===== src/hw/rtl/uaec_pkg.sv =====
package uaec_pkg;

  localparam logic [7:0] CTRL_RESET_VALUE = 8'h1F;
  localparam logic [7:0] ESD_RESET_VALUE  = 8'h01;
  localparam logic [4:0] ADC_CARKIT_ONE   = 5'h17;
  localparam logic [4:0] ADC_CARKIT_TWO   = 5'h1B;

  localparam logic OP_SERVICE = 1'b0;
  localparam logic OP_INIT    = 1'b1;

  localparam logic [2:0] ACT_NONE         = 3'd0;
  localparam logic [2:0] ACT_ATTACHED     = 3'd1;
  localparam logic [2:0] ACT_DETACHED     = 3'd2;
  localparam logic [2:0] ACT_ATTACH_EMPTY = 3'd3;
  localparam logic [2:0] ACT_DETACH_EMPTY = 3'd4;

  localparam logic [1:0] VB_NONE = 2'd0;
  localparam logic [1:0] VB_IN   = 2'd1;
  localparam logic [1:0] VB_OUT  = 2'd2;

  localparam logic [4:0] CBL_NONE         = 5'd0;
  localparam logic [4:0] CBL_OTG          = 5'd1;
  localparam logic [4:0] CBL_DCP          = 5'd2;
  localparam logic [4:0] CBL_CDP          = 5'd3;
  localparam logic [4:0] CBL_CARKIT_ONE   = 5'd4;
  localparam logic [4:0] CBL_CARKIT_TWO   = 5'd5;
  localparam logic [4:0] CBL_UART         = 5'd6;
  localparam logic [4:0] CBL_USB          = 5'd7;
  localparam logic [4:0] CBL_AV           = 5'd8;
  localparam logic [4:0] CBL_TTY          = 5'd9;
  localparam logic [4:0] CBL_PPD          = 5'd10;
  localparam logic [4:0] CBL_JIG_UART_OFF = 5'd11;
  localparam logic [4:0] CBL_JIG_UART_ON  = 5'd12;
  localparam logic [4:0] CBL_JIG_USB_OFF  = 5'd13;
  localparam logic [4:0] CBL_JIG_USB_ON   = 5'd14;
  localparam logic [4:0] CBL_U200         = 5'd15;
  localparam logic [4:0] CBL_APPLE        = 5'd16;
  localparam logic [4:0] CBL_UNKNOWN_VBUS = 5'd17;
  localparam logic [4:0] CBL_MHL          = 5'd18;

  typedef struct packed {
    logic       operation;
    logic [7:0] control_readback;
    logic [7:0] reset_readback;
    logic [7:0] irq_status_one;
    logic [7:0] irq_status_two;
    logic [7:0] device_type_one;
    logic [7:0] device_type_two;
    logic [7:0] device_type_three;
    logic [4:0] adc_code;
  } event_t;

  typedef struct packed {
    logic       reinit_request;
    logic [2:0] cable_action;
    logic [4:0] cable_code;
    logic [1:0] vbus_event;
  } result_t;

endpackage


===== src/hw/rtl/uaec_decode.sv =====
module uaec_decode (
  input  uaec_pkg::event_t  ev,
  input  logic [4:0]        previous_cable,
  output uaec_pkg::result_t res,
  output logic              cable_store,
  output logic [4:0]        cable_new
);

  function automatic logic [4:0] classify(input logic [7:0] d1, input logic [7:0] d2,
                                          input logic [7:0] d3, input logic [4:0] adc);
    logic [4:0] c;
    c = uaec_pkg::CBL_NONE;
    if (d1[7])             c = uaec_pkg::CBL_OTG;
    else if (d1[6])        c = uaec_pkg::CBL_DCP;
    else if (d1[5])        c = uaec_pkg::CBL_CDP;
    else if (d1[4]) begin
      if (adc == uaec_pkg::ADC_CARKIT_ONE)      c = uaec_pkg::CBL_CARKIT_ONE;
      else if (adc == uaec_pkg::ADC_CARKIT_TWO) c = uaec_pkg::CBL_CARKIT_TWO;
      else                                      c = uaec_pkg::CBL_NONE;
    end
    else if (d1[3])        c = uaec_pkg::CBL_UART;
    else if (d1[2])        c = uaec_pkg::CBL_USB;
    else if (|d1[1:0])     c = uaec_pkg::CBL_NONE;
    else if (d2[6])        c = uaec_pkg::CBL_AV;
    else if (d2[5])        c = uaec_pkg::CBL_TTY;
    else if (d2[4])        c = uaec_pkg::CBL_PPD;
    else if (d2[3])        c = uaec_pkg::CBL_JIG_UART_OFF;
    else if (d2[2])        c = uaec_pkg::CBL_JIG_UART_ON;
    else if (d2[1])        c = uaec_pkg::CBL_JIG_USB_OFF;
    else if (d2[0])        c = uaec_pkg::CBL_JIG_USB_ON;
    else if (d3[7])        c = uaec_pkg::CBL_NONE;
    else if (d3[6])        c = uaec_pkg::CBL_U200;
    else if (d3[5])        c = uaec_pkg::CBL_APPLE;
    else if (d3[4])        c = uaec_pkg::CBL_NONE;
    else if (|d3[2:1])     c = uaec_pkg::CBL_UNKNOWN_VBUS;
    else if (d3[0])        c = uaec_pkg::CBL_MHL;
    return c;
  endfunction

  logic       attach;
  logic [4:0] cable;

  assign cable = classify(ev.device_type_one, ev.device_type_two,
                          ev.device_type_three, ev.adc_code);

  always_comb begin
    res = '0;
    res.cable_action = uaec_pkg::ACT_NONE;
    res.cable_code   = uaec_pkg::CBL_NONE;
    res.vbus_event   = uaec_pkg::VB_NONE;
    attach = 1'b0;
    if (ev.operation == uaec_pkg::OP_INIT) begin
      attach = 1'b1;
    end else begin
      res.reinit_request = (ev.control_readback == uaec_pkg::CTRL_RESET_VALUE) ||
                           (ev.reset_readback == uaec_pkg::ESD_RESET_VALUE);
      if (ev.irq_status_one[1]) begin
        if (previous_cable == uaec_pkg::CBL_NONE) begin
          res.cable_action = uaec_pkg::ACT_DETACH_EMPTY;
        end else begin
          res.cable_action = uaec_pkg::ACT_DETACHED;
          res.cable_code   = previous_cable;
        end
      end else if (ev.irq_status_one[0] || ev.irq_status_two[1]) begin
        attach = 1'b1;
      end else if (ev.irq_status_two[0]) begin
        res.vbus_event = uaec_pkg::VB_IN;
      end else if (ev.irq_status_two[7]) begin
        res.vbus_event = uaec_pkg::VB_OUT;
      end
    end
    if (attach) begin
      if (ev.device_type_three[1]) res.vbus_event = uaec_pkg::VB_IN;
      if (cable == uaec_pkg::CBL_NONE) begin
        res.cable_action = uaec_pkg::ACT_ATTACH_EMPTY;
      end else begin
        res.cable_action = uaec_pkg::ACT_ATTACHED;
        res.cable_code   = cable;
      end
    end
  end

  assign cable_store = attach && (cable != uaec_pkg::CBL_NONE);
  assign cable_new   = cable;

endmodule


===== src/hw/rtl/usb_accessory_event_classifier.sv =====
// Datapath: an accepted input goes to the input register, then to the result register,
// where it is valid; it moves on only when the result register is empty or being read.
// Throughput: one item per cycle unless out_ready stalls it; the remembered cable updates
// as an item moves to the result register, so the next item sees it without a bubble.
// Reset: synchronous, active high; clears both valid flags and the remembered cable
// (no cable).
module usb_accessory_event_classifier (
  input  logic       clk,
  input  logic       rst,
  input  logic       in_valid,
  output logic       in_ready,
  input  logic       operation,
  input  logic [7:0] control_readback,
  input  logic [7:0] reset_readback,
  input  logic [7:0] irq_status_one,
  input  logic [7:0] irq_status_two,
  input  logic [7:0] device_type_one,
  input  logic [7:0] device_type_two,
  input  logic [7:0] device_type_three,
  input  logic [4:0] adc_code,
  output logic       out_valid,
  input  logic       out_ready,
  output logic       reinit_request,
  output logic [2:0] cable_action,
  output logic [4:0] cable_code,
  output logic [1:0] vbus_event
);

  uaec_pkg::event_t  ev;
  uaec_pkg::result_t res;
  uaec_pkg::result_t res_next;
  logic              ev_valid;
  logic [4:0]        previous_cable;
  logic              cable_store;
  logic [4:0]        cable_new;
  logic              advance;

  assign advance  = ev_valid && (!out_valid || out_ready);
  assign in_ready = !ev_valid || advance;

  uaec_decode u_decode (
    .ev             (ev),
    .previous_cable (previous_cable),
    .res            (res_next),
    .cable_store    (cable_store),
    .cable_new      (cable_new)
  );

  always_ff @(posedge clk) begin
    if (rst) begin
      ev_valid       <= 1'b0;
      out_valid      <= 1'b0;
      previous_cable <= uaec_pkg::CBL_NONE;
    end else begin
      if (in_ready) ev_valid <= in_valid;
      if (advance) begin
        out_valid <= 1'b1;
        if (cable_store) previous_cable <= cable_new;
      end else if (out_ready) begin
        out_valid <= 1'b0;
      end
    end
  end

  always_ff @(posedge clk) begin
    if (in_valid && in_ready) begin
      ev.operation         <= operation;
      ev.control_readback  <= control_readback;
      ev.reset_readback    <= reset_readback;
      ev.irq_status_one    <= irq_status_one;
      ev.irq_status_two    <= irq_status_two;
      ev.device_type_one   <= device_type_one;
      ev.device_type_two   <= device_type_two;
      ev.device_type_three <= device_type_three;
      ev.adc_code          <= adc_code;
    end
    if (advance) res <= res_next;
  end

  assign reinit_request = res.reinit_request;
  assign cable_action   = res.cable_action;
  assign cable_code     = res.cable_code;
  assign vbus_event     = res.vbus_event;

endmodule


===== config.mk =====
export PLATFORM = sky130hd
export DESIGN_NAME = usb_accessory_event_classifier
export DESIGN_NICKNAME = d
export VERILOG_FILES = /design/src/hw/rtl/uaec_pkg.sv /design/src/hw/rtl/uaec_decode.sv /design/src/hw/rtl/usb_accessory_event_classifier.sv
export SDC_FILE = /design/constraint.sdc
export NUM_CORES = 1
export LEC_CHECK = 0
export ABC_AREA = 1
export BUFFER_PORTS_ARGS = -buffer_cell sky130_fd_sc_hd__buf_2
export CAP_MARGIN = 20
export CORE_ASPECT_RATIO = 2
export CORE_MARGIN = 4
export CORE_UTILIZATION = 31
export CTS_BUF_LIST = sky130_fd_sc_hd__clkbuf_8
export DETAILED_ROUTE_END_ITERATION = 10
export GPL_TIMING_DRIVEN = 0
export MAX_ROUTING_LAYER = met4
export PLACE_DENSITY = 0.59
export SYNTH_ARGS = -nofsm -noshare
export SYNTH_HDL_FRONTEND = slang
export SYNTH_SLANG_ARGS = --single-unit

===== constraint.sdc =====
create_clock -name clk -period 1.7 [get_ports clk]
set_input_delay 0.255 -clock clk [delete_from_list [all_inputs] [get_ports clk]]
set_output_delay 0.255 -clock clk [all_outputs]
set_load 0.02 [all_outputs]

==> results of run 1 <==
-- layout make-up --
class                           count  area [µm²]
Fill cell                         811        4920
Sequential cell                    67        1950
Multi-Input combinational cell    111         591
Timing Repair Buffer               71         370
Inverter                           38         146
Clock buffer                        9         124
Tap cell                           98         123
Clock inverter                      7        60.1
Timing Repair inverter              1        7.51
-- worst max path at each step --
stage                              endpoint  slack [ps]  cells past startpoint
after floorplan                       ev[0]           9                      3
after global placement               ev[53]        -240                      5
after detailed placement             ev[53]        -290                      5
after CTS                     cable_code[0]        -130                     19
after global routing      previous_cable[4]        -340                     21
final                         cable_code[0]        -100                     19
-- cells by family (layout without fill, tap and decap cells) --
family | count (synthesis) | count (layout) | share of synthesized area [%]
buffers and inverters | 38 | 126 | 5.43
DFF | 67 | 67 | 73.9
and+or+nand+nor | 92 | 92 | 16.3
AOI/OAI and AO/OA | 19 | 19 | 4.34
-- cell usage after synthesis --
master	number
edfxtp_1	60
nand2_1	37
inv_1	36
nor2_1	23
nand3_1	13
a21oi_1	8
dfxtp_1	7
nand4_1	4
nor3_1	4
nor4_1	3
o21ai_0	3
o22ai_1	3
a21oi_2	2
inv_2	2
nand2_2	2
a22o_1	1
and3_1	1
nand2_4	1
nand3_4	1
nor2_2	1
nor2_4	1
nor4b_1	1
o2111ai_1	1
o21ai_1	1
-- power by group --
group,switching [mW],internal (mW)
Combinational,0.162,0.108
Sequential,0.0370,1.90
Clock,0.550,0.658
Total,0.749,2.67
-- layer usage --
layer	part of all wire (%)	vias to the layer above
met3	5.6	13
met4	3.8	0
met5	0	-
met1	30	812
li1	-	906
met2	61	52
-- repair_timing --
action,CTS,global route
pin swaps,0,0
resized for setup,7,3
buffers inserted,3,3
gates cloned,1,0
endpoints found under the setup margin,56,8
-- sequential cells by signal, indices dropped and copies added, names as in the netlist --
| name | cells |
|---|---|
| ev | 49 |
| cable_code | 5 |
| previous_cable | 5 |
| cable_action | 3 |
| vbus_event | 2 |
| ev_valid | 1 |
| out_valid | 1 |
| reinit_request | 1 |
-- placed cells by master (no fill, tap or decap) --
master	instances
nand2_4	1
bufinv_16	1
nor4_2	1
clkinv_2	3
dfxtp_4	1
buf_4	6
nor4_1	2
inv_2	2
o2111ai_2	1
a21oi_1	5
nor2_1	22
dfxtp_1	6
o21ai_1	2
inv_1	36
clkbuf_8	9
a21oi_2	5
buf_2	65
nor4b_1	1
o22ai_1	3
nor2_4	1
nand3_2	1
nand4_1	4
o21ai_0	2
clkinv_1	1
nand3_1	11
nand2_2	4
edfxtp_1	60
a22o_1	1
nand3_4	2
nand2_1	35
nor3_1	4
clkinvlp_4	3
nor2_2	2
and3_1	1
==> qor.yml, run 1 <==
min_path_cells: 1
core-area_um2: 8290
grt_most_used_layer: "met2"
setup_tns_ps: -460
vias_per_cell: 4.44
wire_per_inst_um: 12.2
dpl.hpwl_mm: 3.64
synthCells: 216
antenna_found_initial: 0
maxCapViolCount: 0
critical_path_class: "reg2reg"
io_pins: 79
place.port_buffers: 65
crit_path_end_kind: "flop"
grt_max_degree: 26
reg2reg_slack_ps: -100
cts_buffers: 9
path_buf_inv: 1
diodes: 0
grt_pass1_wl_mm: 7.94
finalNetCount: 365
dr.pass1.iters: 4
core.rowCount: 47
cts_root_buf: "clkbuf_8"
hold_path_class: "in2reg"
start_util_pct: 31.7
syn2layout_area_growth_pct: 28.2
fin_skew_ps: 8.85
r2r_end: "cable_code[0]"
totalWireLength_mm: 4.90
max_freq_mhz: 555
seq_area_frac_synth_pct: 73.9
cp-start-kind: "flop"
p_leak_nw: 1.41
place.gp.congestion: 0.846
p_per_area_nw_per_um2: 1010
rsz0062_at_grt: "true"
violations: "setup timing"
cts_htree_levels: 3
synth_top_area_cell: "edfxtp_1"
grt_use_met1_pct: 8.43
grt_use_met2_pct: 20.2
irDropWorstVdd_mv: 0.575
dpl_cell_area_um2: 3100
netlist_area_um2: 2630
whs_endpoint: "ev[59]"
hold_violations: 0
cp.required_ps: 1800
num_vias: 1783
fin_crit_sh_pct: 106
dp.cells: 379
drv_slew: 0
met3_usage_pct: 3.85
cp-startpoint: "ev[6]"
detail-route-antenna-nets: 0
postCtsHoldBufs: 0
cp_slowest_stage_delay_ps: 400
worst_ep_arrival_time_ps: 1900
fin_ws_ps: -102
hold_ws_ps: 88.3
hold_path.startpoint: "control_readback[6]"
syn_avg_cell_area_um2: 12.2
setup_viol: 7
die_h_um: 138
clk_pin_slew_ps: 70
r2r_cells: 19
reg2reg_from: "ev[6]"
yosys_register_bits: 67
drc: 0
yosys_warnings: 0
path_common_cell: "nand2_1"
drive_gt1_share_pct: 35.5
crit_path_cell_trace: "inv_2, nand2_2, nand2_1, nand2_1, nand2_1, nand2_1, nand2_1, nand2_1, nand2_1, nand2_1, nand2_1, nand2_1, nand2_1, nand2_1, nand2_1, nand2_1, nand2_2, nand2_2, a22o_1"
fin_cells: 402
synth_nets: 282
ys_types: 24
cts_tree: "built"
grt_overflow_total: 0
cp_top_family: "simple AND/OR/NAND/NOR gates"
status: "finished with violations"
dieWidth_um: 73.1
worst_pin_slew_ps: 534
layout_min_cycle_time_ps: 1800
synth.top_cells.by_area: "edfxtp_1 (69%), dfxtp_1 (5.3%), nand2_1 (5.3%), inv_1 (5.1%), nor2_1 (3.3%)"
postLayoutCoreUtil_pct: 40.6
synth_top_area_share_pct: 68.6
slew_headroom_pct: 64.3
critPathMaxFanout: 2
grtUsageTotal_pct: 11.1
die_area_um2: 10100
clk_latency_ps: 340
clock_sinks: 67
drtIter0Drc: 97
finalPower_mw: 3.41
pre_cts_ws_ps: -286
grt_pass1_vias: 1826
final_area_um2: 3370
slowest_stage: "edfxtp_1"
clock_path_buffers: 2
Note: power is estimated with default switching activity, not from simulation.
==> run 2: changes to the inputs <==
--- a/config.mk
+++ b/config.mk
@@ -5,7 +5,7 @@
 export SDC_FILE = /design/constraint.sdc
 export NUM_CORES = 1
 export LEC_CHECK = 0
-export ABC_AREA = 1
+export ABC_AREA = 0
 export BUFFER_PORTS_ARGS = -buffer_cell sky130_fd_sc_hd__buf_2
 export CAP_MARGIN = 20
 export CORE_ASPECT_RATIO = 2
==> qor.yml, run 2 <==
status: "finished with violations"
violations: "setup timing"
synth_most_common_cell: "edfxtp_1"
clock_sinks: 67  # unchanged
worst_pin_slew_ps: 655  # +121 ps
yosys_warnings: 0  # unchanged
drc: 0  # unchanged
synthSimpleGateAreaFrac_pct: 15.1  # -1.2 points
synth_top_family_by_area: "simple AND/OR/NAND/NOR gates"
antenna_found_initial: 0  # unchanged
synth-xor-area-share_pct: 0.332  # +0.33 points
dpl_cell_area_um2: 3100  # about the same
drv_slew: 0  # unchanged
clock_path_buffers: 2  # unchanged
cts_buffers: 9  # unchanged
p_leak_nw: 1.28  # -9.1%
syn2layout_area_growth_pct: 30.7
num_vias: 1791  # +0.45%
synth.top_cells.by_count: "edfxtp_1 (60), nor2_1 (13), o21ai_0 (13), inv_1 (8)"
fin_ws_ps: -627  # -524 ps
die_area_um2: 10100  # +0.39%
reg2reg_slack_ps: -630  # -520 ps
grt_pass1_vias: 1833  # +0.38%
dr.pass1.iters: 4  # unchanged
regMostFlops: "ev"
cts_htree_levels: 3  # unchanged
io_pins: 79  # unchanged
clk_latency_ps: 340  # about the same
core.rowCount: 47  # unchanged
fin_crit_sh_pct: 137  # +31 points
hold_path_class: "in2reg"
layout_min_cycle_time_ps: 2330  # +524 ps
cp.required_ps: 1780  # -20 ps
synthArstFlopShare_pct: 0  # unchanged
drtIter0Drc: 64  # -34%
dieWidth_um: 73.2  # +0.19%
maxCapViolCount: 0  # unchanged
diodes: 0  # unchanged
worst_ep_arrival_time_ps: 2410  # +510 ps
netlist_area_um2: 2640  # +0.43%
grt_max_degree: 50  # +92%
seq_area_frac_synth_pct: 73.6  # -0.32 points
place.port_buffers: 65  # unchanged
max_freq_mhz: 430  # -23%
setup_viol: 11  # +4
grtUsageTotal_pct: 11.6  # +0.53 points
critPathMaxFanout: 5  # +3
synth-compound-area-share_pct: 9.82  # +5.5 points
synthCells: 178  # -18%
synthAdderAreaFrac_pct: 0  # unchanged
p_per_area_nw_per_um2: 943  # -7.0%
slew_headroom_pct: 56.3  # -8.0 points
synth.top_cells.by_area: "edfxtp_1 (68%), dfxtp_1 (5.3%), o21ai_0 (2.5%), nor2_1 (1.9%), nor2b_1 (1.7%)"
synth_edf_count: 60  # unchanged
hold_ws_ps: 87.6  # -0.750 ps
final_area_um2: 3450  # +2.4%
most-common-layout-cells: "buf_2 (65), edfxtp_1 (60), buf_4 (15)"
layout.cells.most_common: "buf_2"
reg2reg_from: "ev[24]"
rsz0062_at_grt: "true"
synth_nets: 244  # -13%
vias_per_cell: 4.81  # +8.5%
fin_skew_ps: 7.07  # -1.77 ps
start_util_pct: 31.8  # +0.14 points
finalNetCount: 336  # -7.9%
synth.area.mux_share_pct: 0  # unchanged
syn_avg_cell_area_um2: 14.8  # +22%
hold_violations: 0  # unchanged
cp-start-kind: "flop"
grt_pass1_wl_mm: 8.34  # +5.0%
cts_tree: "built"
synthFlopType: "edfxtp_1"
dpl.hpwl_mm: 3.97  # +9.1%
detail-route-antenna-nets: 0  # unchanged
irDropWorstVdd_mv: 0.511  # -11%
crit_path_end_kind: "flop"
critical_path_class: "reg2reg"
drive_gt1_share_pct: 42.7  # +7.2 points
clk_pin_slew_ps: 70  # about the same
grt_overflow_total: 0  # unchanged
die_h_um: 138  # +0.20%
largest_reg_flops: 49  # unchanged
synth_top_area_share_pct: 68.3  # -0.29 points
hold_path.startpoint: "irq_status_two[7]"
wire_per_inst_um: 14.3  # +17%
cp-startpoint: "ev[24]"
place.gp.congestion: 0.843  # -0.44%
totalWireLength_mm: 5.31  # +8.4%
cts_root_buf: "clkbuf_8"
yosys_register_bits: 67  # unchanged
core-area_um2: 8290  # unchanged
ys_types: 42  # +75%
synth_top_area_cell: "edfxtp_1"
-- run 2: cell types whose count changed in the layout (fill, tap and decap cells not counted), moves of 7 or more --
cell	delta
nand2_1	-28
inv_1	-25
nor2_1	-10
o21ai_0	+7
nand3_1	-9
buf_4	+9
-- run 2: area by class of cell --
type | instances | area [µm²]
clock buffer | 9 | 124
clock inverter | 6 | 27.5
fill | 797 | 4840
inverter | 8 | 30.0
multi-input combinational | 103 | 752
sequential | 67 | 1940
tap | 98 | 123
timing repair buffer | 81 | 449
-- run 2: what timing repair did --
action,CTS,global route
pin swaps,3,4
hold buffers,0,0
setup buffers,16,3
setup endpoints to repair,11,24
endpoints found under the hold margin,0,0
gates resized for setup,12,8
-- run 2: metal layers --
| metal | vias to the layer above | track usage [%] | share of wire [%] |
|---|---|---|---|
| met2 | 46 | 21.1 | 59 |
| li1 | 887 | - | - |
| met3 | 10 | 3.78 | 5.4 |
| met4 | 0 | 7.20 | 3.0 |
| met1 | 848 | 9.42 | 33 |
| met5 | - | - | 0 |
-- run 2: final timing paths --
kind                           to  cells after the start
setup / recovery  cable_action[1]                      5
hold / removal             ev[36]                      1
setup reg to reg  cable_action[1]                      5
hold reg to reg         out_valid                      2
-- run 2: kinds of logic after synthesis --
kind of cell / after synthesis
AO/OA/AOI/OAI: 37
XOR/XNOR: 1
buffers and inverters: 8
flip-flops: 67
AND/OR/NAND/NOR: 65
-- run 2: stage by stage --
step | util [%] | total power [mW] | std cells | worst slack [ps] | TNS (ps)
final | 41.6 | 3.25 | 372 | -627 | -4920
after global routing | 41.6 | 3.41 | 372 | -686 | -5720
after global placement | 37.4 | 2.20 | 341 | -694 | -4900
after detailed placement | 37.4 | 2.21 | 341 | -713 | -5100
after CTS | 41.2 | 3.30 | 372 | -632 | -5100
after floorplan | - | 2.09 | 178 | -575 | -3460
-- run 2: critical path, stage by stage, from the launching register on --
cell and delay [ps]:
edfxtp_1 410, or4_4 530, or4_1 480, or4_4 460, nand4_4 110, o31ai_1 90
-- run 2: power breakdown --
group | internal (mW) | switching, mW
logic | 0.131 | 0.138
clock network | 0.496 | 0.536
registers | 1.90 | 0.0510
total | 2.53 | 0.725
==> run 3: changes to the inputs <==
--- a/config.mk
+++ b/config.mk
@@ -9,13 +9,13 @@
 export BUFFER_PORTS_ARGS = -buffer_cell sky130_fd_sc_hd__buf_2
 export CAP_MARGIN = 20
 export CORE_ASPECT_RATIO = 2
-export CORE_MARGIN = 4
-export CORE_UTILIZATION = 31
+export CORE_MARGIN = 1.5
+export CORE_UTILIZATION = 35
 export CTS_BUF_LIST = sky130_fd_sc_hd__clkbuf_8
 export DETAILED_ROUTE_END_ITERATION = 10
 export GPL_TIMING_DRIVEN = 0
 export MAX_ROUTING_LAYER = met4
-export PLACE_DENSITY = 0.59
+export PLACE_DENSITY = 0.62
 export SYNTH_ARGS = -nofsm -noshare
 export SYNTH_HDL_FRONTEND = slang
 export SYNTH_SLANG_ARGS = --single-unit
==> constraint.sdc (replaced) <==
create_clock -name clk -period 2.6 [get_ports clk]
set_input_delay 0.39 -clock clk [delete_from_list [all_inputs] [get_ports clk]]
set_output_delay 0.39 -clock clk [all_outputs]
set_load 0.02 [all_outputs]
==> qor.yml, run 3 (synthesis gave the netlist of run 2 again) <==
status: "finished clean"
detail-route-antenna-nets: 0  # unchanged
critPathMaxFanout: 6  # +1
postCtsSetupRepairBufs: 0  # -16
diodes: 0  # unchanged
slew_headroom_pct: 41.9  # -14 points
whs_endpoint: "ev[45]"
min_path_cells: 1  # unchanged
layout_min_cycle_time_ps: 2430  # +101 ps
path_buf_inv: 0  # unchanged
totalWireLength_mm: 4.83  # -8.9%
layout.cells.most_common: "buf_2"
hold_path_class: "in2reg"
drv_slew: 0  # unchanged
r2r_cells: 5  # unchanged
dpl_cell_area_um2: 3100  # about the same
worst_ep_arrival_time_ps: 2510  # +100 ps
path_common_cell: "or4_4"
hold_ws_ps: 218  # +131 ps
grt_pass1_wl_mm: 7.55  # -9.4%
irDropWorstVdd_mv: 0.308  # -40%
clock_sinks: 67  # unchanged
clk_latency_ps: 340  # about the same
cts_htree_levels: 3  # unchanged
grtUsageTotal_pct: 13.5  # +1.8 points
die_h_um: 126  # -9.2%
critical_path_class: "reg2reg"
dpl.hpwl_mm: 3.70  # -6.9%
p_per_area_nw_per_um2: 644  # -32%
grt_overflow_total: 0  # unchanged
cts_resized: 0  # -12
fin_crit_sh_pct: 93.4  # -43 points
hold_violations: 0  # unchanged
clk_pin_slew_ps: 70  # about the same
largest_reg_flops: 49  # unchanged
cts_root_buf: "clkbuf_8"
die_area_um2: 8100  # -20%
dieWidth_um: 64.4  # -12%
place.port_buffers: 65  # unchanged
core-area_um2: 7270  # -12%
postLayoutCoreUtil_pct: 44.7  # +3.1 points
dr.pass1.iters: 4  # unchanged
maxCapViolCount: 0  # unchanged
cp_slowest_stage_delay_ps: 550  # +20 ps
setup_viol: 0  # -11
wire_per_inst_um: 13.8  # -3.2%
cts_tree: "built"
num_vias: 1710  # -4.5%
crit_path_cell_trace: "or4_4, or4_1, or4_4, nand4_4, o31ai_1"
regMostFlops: "ev"
p_leak_nw: 1.19  # -7.1%
final_area_um2: 3250  # -5.8%
cp-start-kind: "flop"
drive_gt1_share_pct: 36.0  # -6.7 points
grt_max_degree: 32  # -36%
drc: 0  # unchanged
reg2reg_from: "ev[24]"
core.rowCount: 44  # -6.4%
rsz0062_at_grt: "false"
worst_pin_slew_ps: 869  # +214 ps
r2r_end: "cable_action[1]"
cp.required_ps: 2680  # +900 ps
max_freq_mhz: 412  # -4.2%
place.gp.congestion: 0.816  # -3.2%
clock_path_buffers: 2  # unchanged
setup_tns_ps: 0  # +4920 ps
grt_pass1_vias: 1729  # -5.7%
fin_skew_ps: 9.22  # +2.15 ps
most-common-layout-cells: "buf_2 (65), edfxtp_1 (60), nor2_1 (13), o21ai_0 (13), inv_1 (10)"
start_util_pct: 36.3  # +4.5 points
cp_top_family: "simple AND/OR/NAND/NOR gates"
syn2layout_area_growth_pct: 23.2
reg2reg_slack_ps: 170  # +800 ps
vias_per_cell: 4.89  # +1.5%
antenna_found_initial: 0  # unchanged
finalPower_mw: 2.09  # -36%
crit_path_end_kind: "flop"
slowest_stage: "or4_4"
drtIter0Drc: 27  # -58%
cts_buffers: 9  # unchanged
hold_path.startpoint: "reset_readback[0]"
io_pins: 79  # unchanged
postCtsHoldBufs: 0  # unchanged
finalNetCount: 321  # -4.5%
## run 3: how the worst max path moves through the flow
stage                   start              end  depth (start not counted)
CTS                    ev[24]  cable_action[1]                          5
floorplan           out_valid            ev[0]                          4
detailed placement     ev[24]  cable_action[1]                          5
finish                 ev[24]  cable_action[1]                          5
global placement    out_ready           ev[17]                          4
global route           ev[24]  cable_action[1]                          5
## run 3: power by group
group          leakage [nW]  total, mW  switching [mW]  internal [mW]
Sequential            0.637       1.27          0.0296           1.24
Combinational         0.471      0.149          0.0815         0.0676
Clock                0.0833      0.673           0.349          0.324
## run 3: worst register-to-register path, cell delays in order (launching register included)
cell and delay [ps]:
edfxtp_1 440, or4_4 560, or4_1 480, or4_4 460, nand4_4 150, o31ai_1 100
## run 3: per-stage QoR
| step | setup slack, ps | std cells |
|---|---|---|
| 4_1_cts | 159 | 350 |
| 6_report | 172 | 350 |
| 5_1_grt | 91.5 | 350 |
| 3_3_place_gp | 19.2 | 335 |
| 3_5_place_dp | 164 | 336 |
| 2_1_floorplan | 272 | 178 |
## run 3: layout make-up
class | count | area, µm²
Fill cell | 718 | 4020
Sequential cell | 67 | 1940
Multi-Input combinational cell | 103 | 667
Clock inverter | 5 | 25.0
Clock buffer | 9 | 124
Timing Repair Buffer | 66 | 345
Tap cell | 92 | 115
Inverter | 8 | 30.0
## run 3: per-layer routing
layer	GRT usage [%]	vias up	wire length, µm
met4	13.5	0	269
li1	-	853	-
met1	11.3	785	1660
met3	2.14	18	194
met5	-	-	0
met2	23.5	54	2710
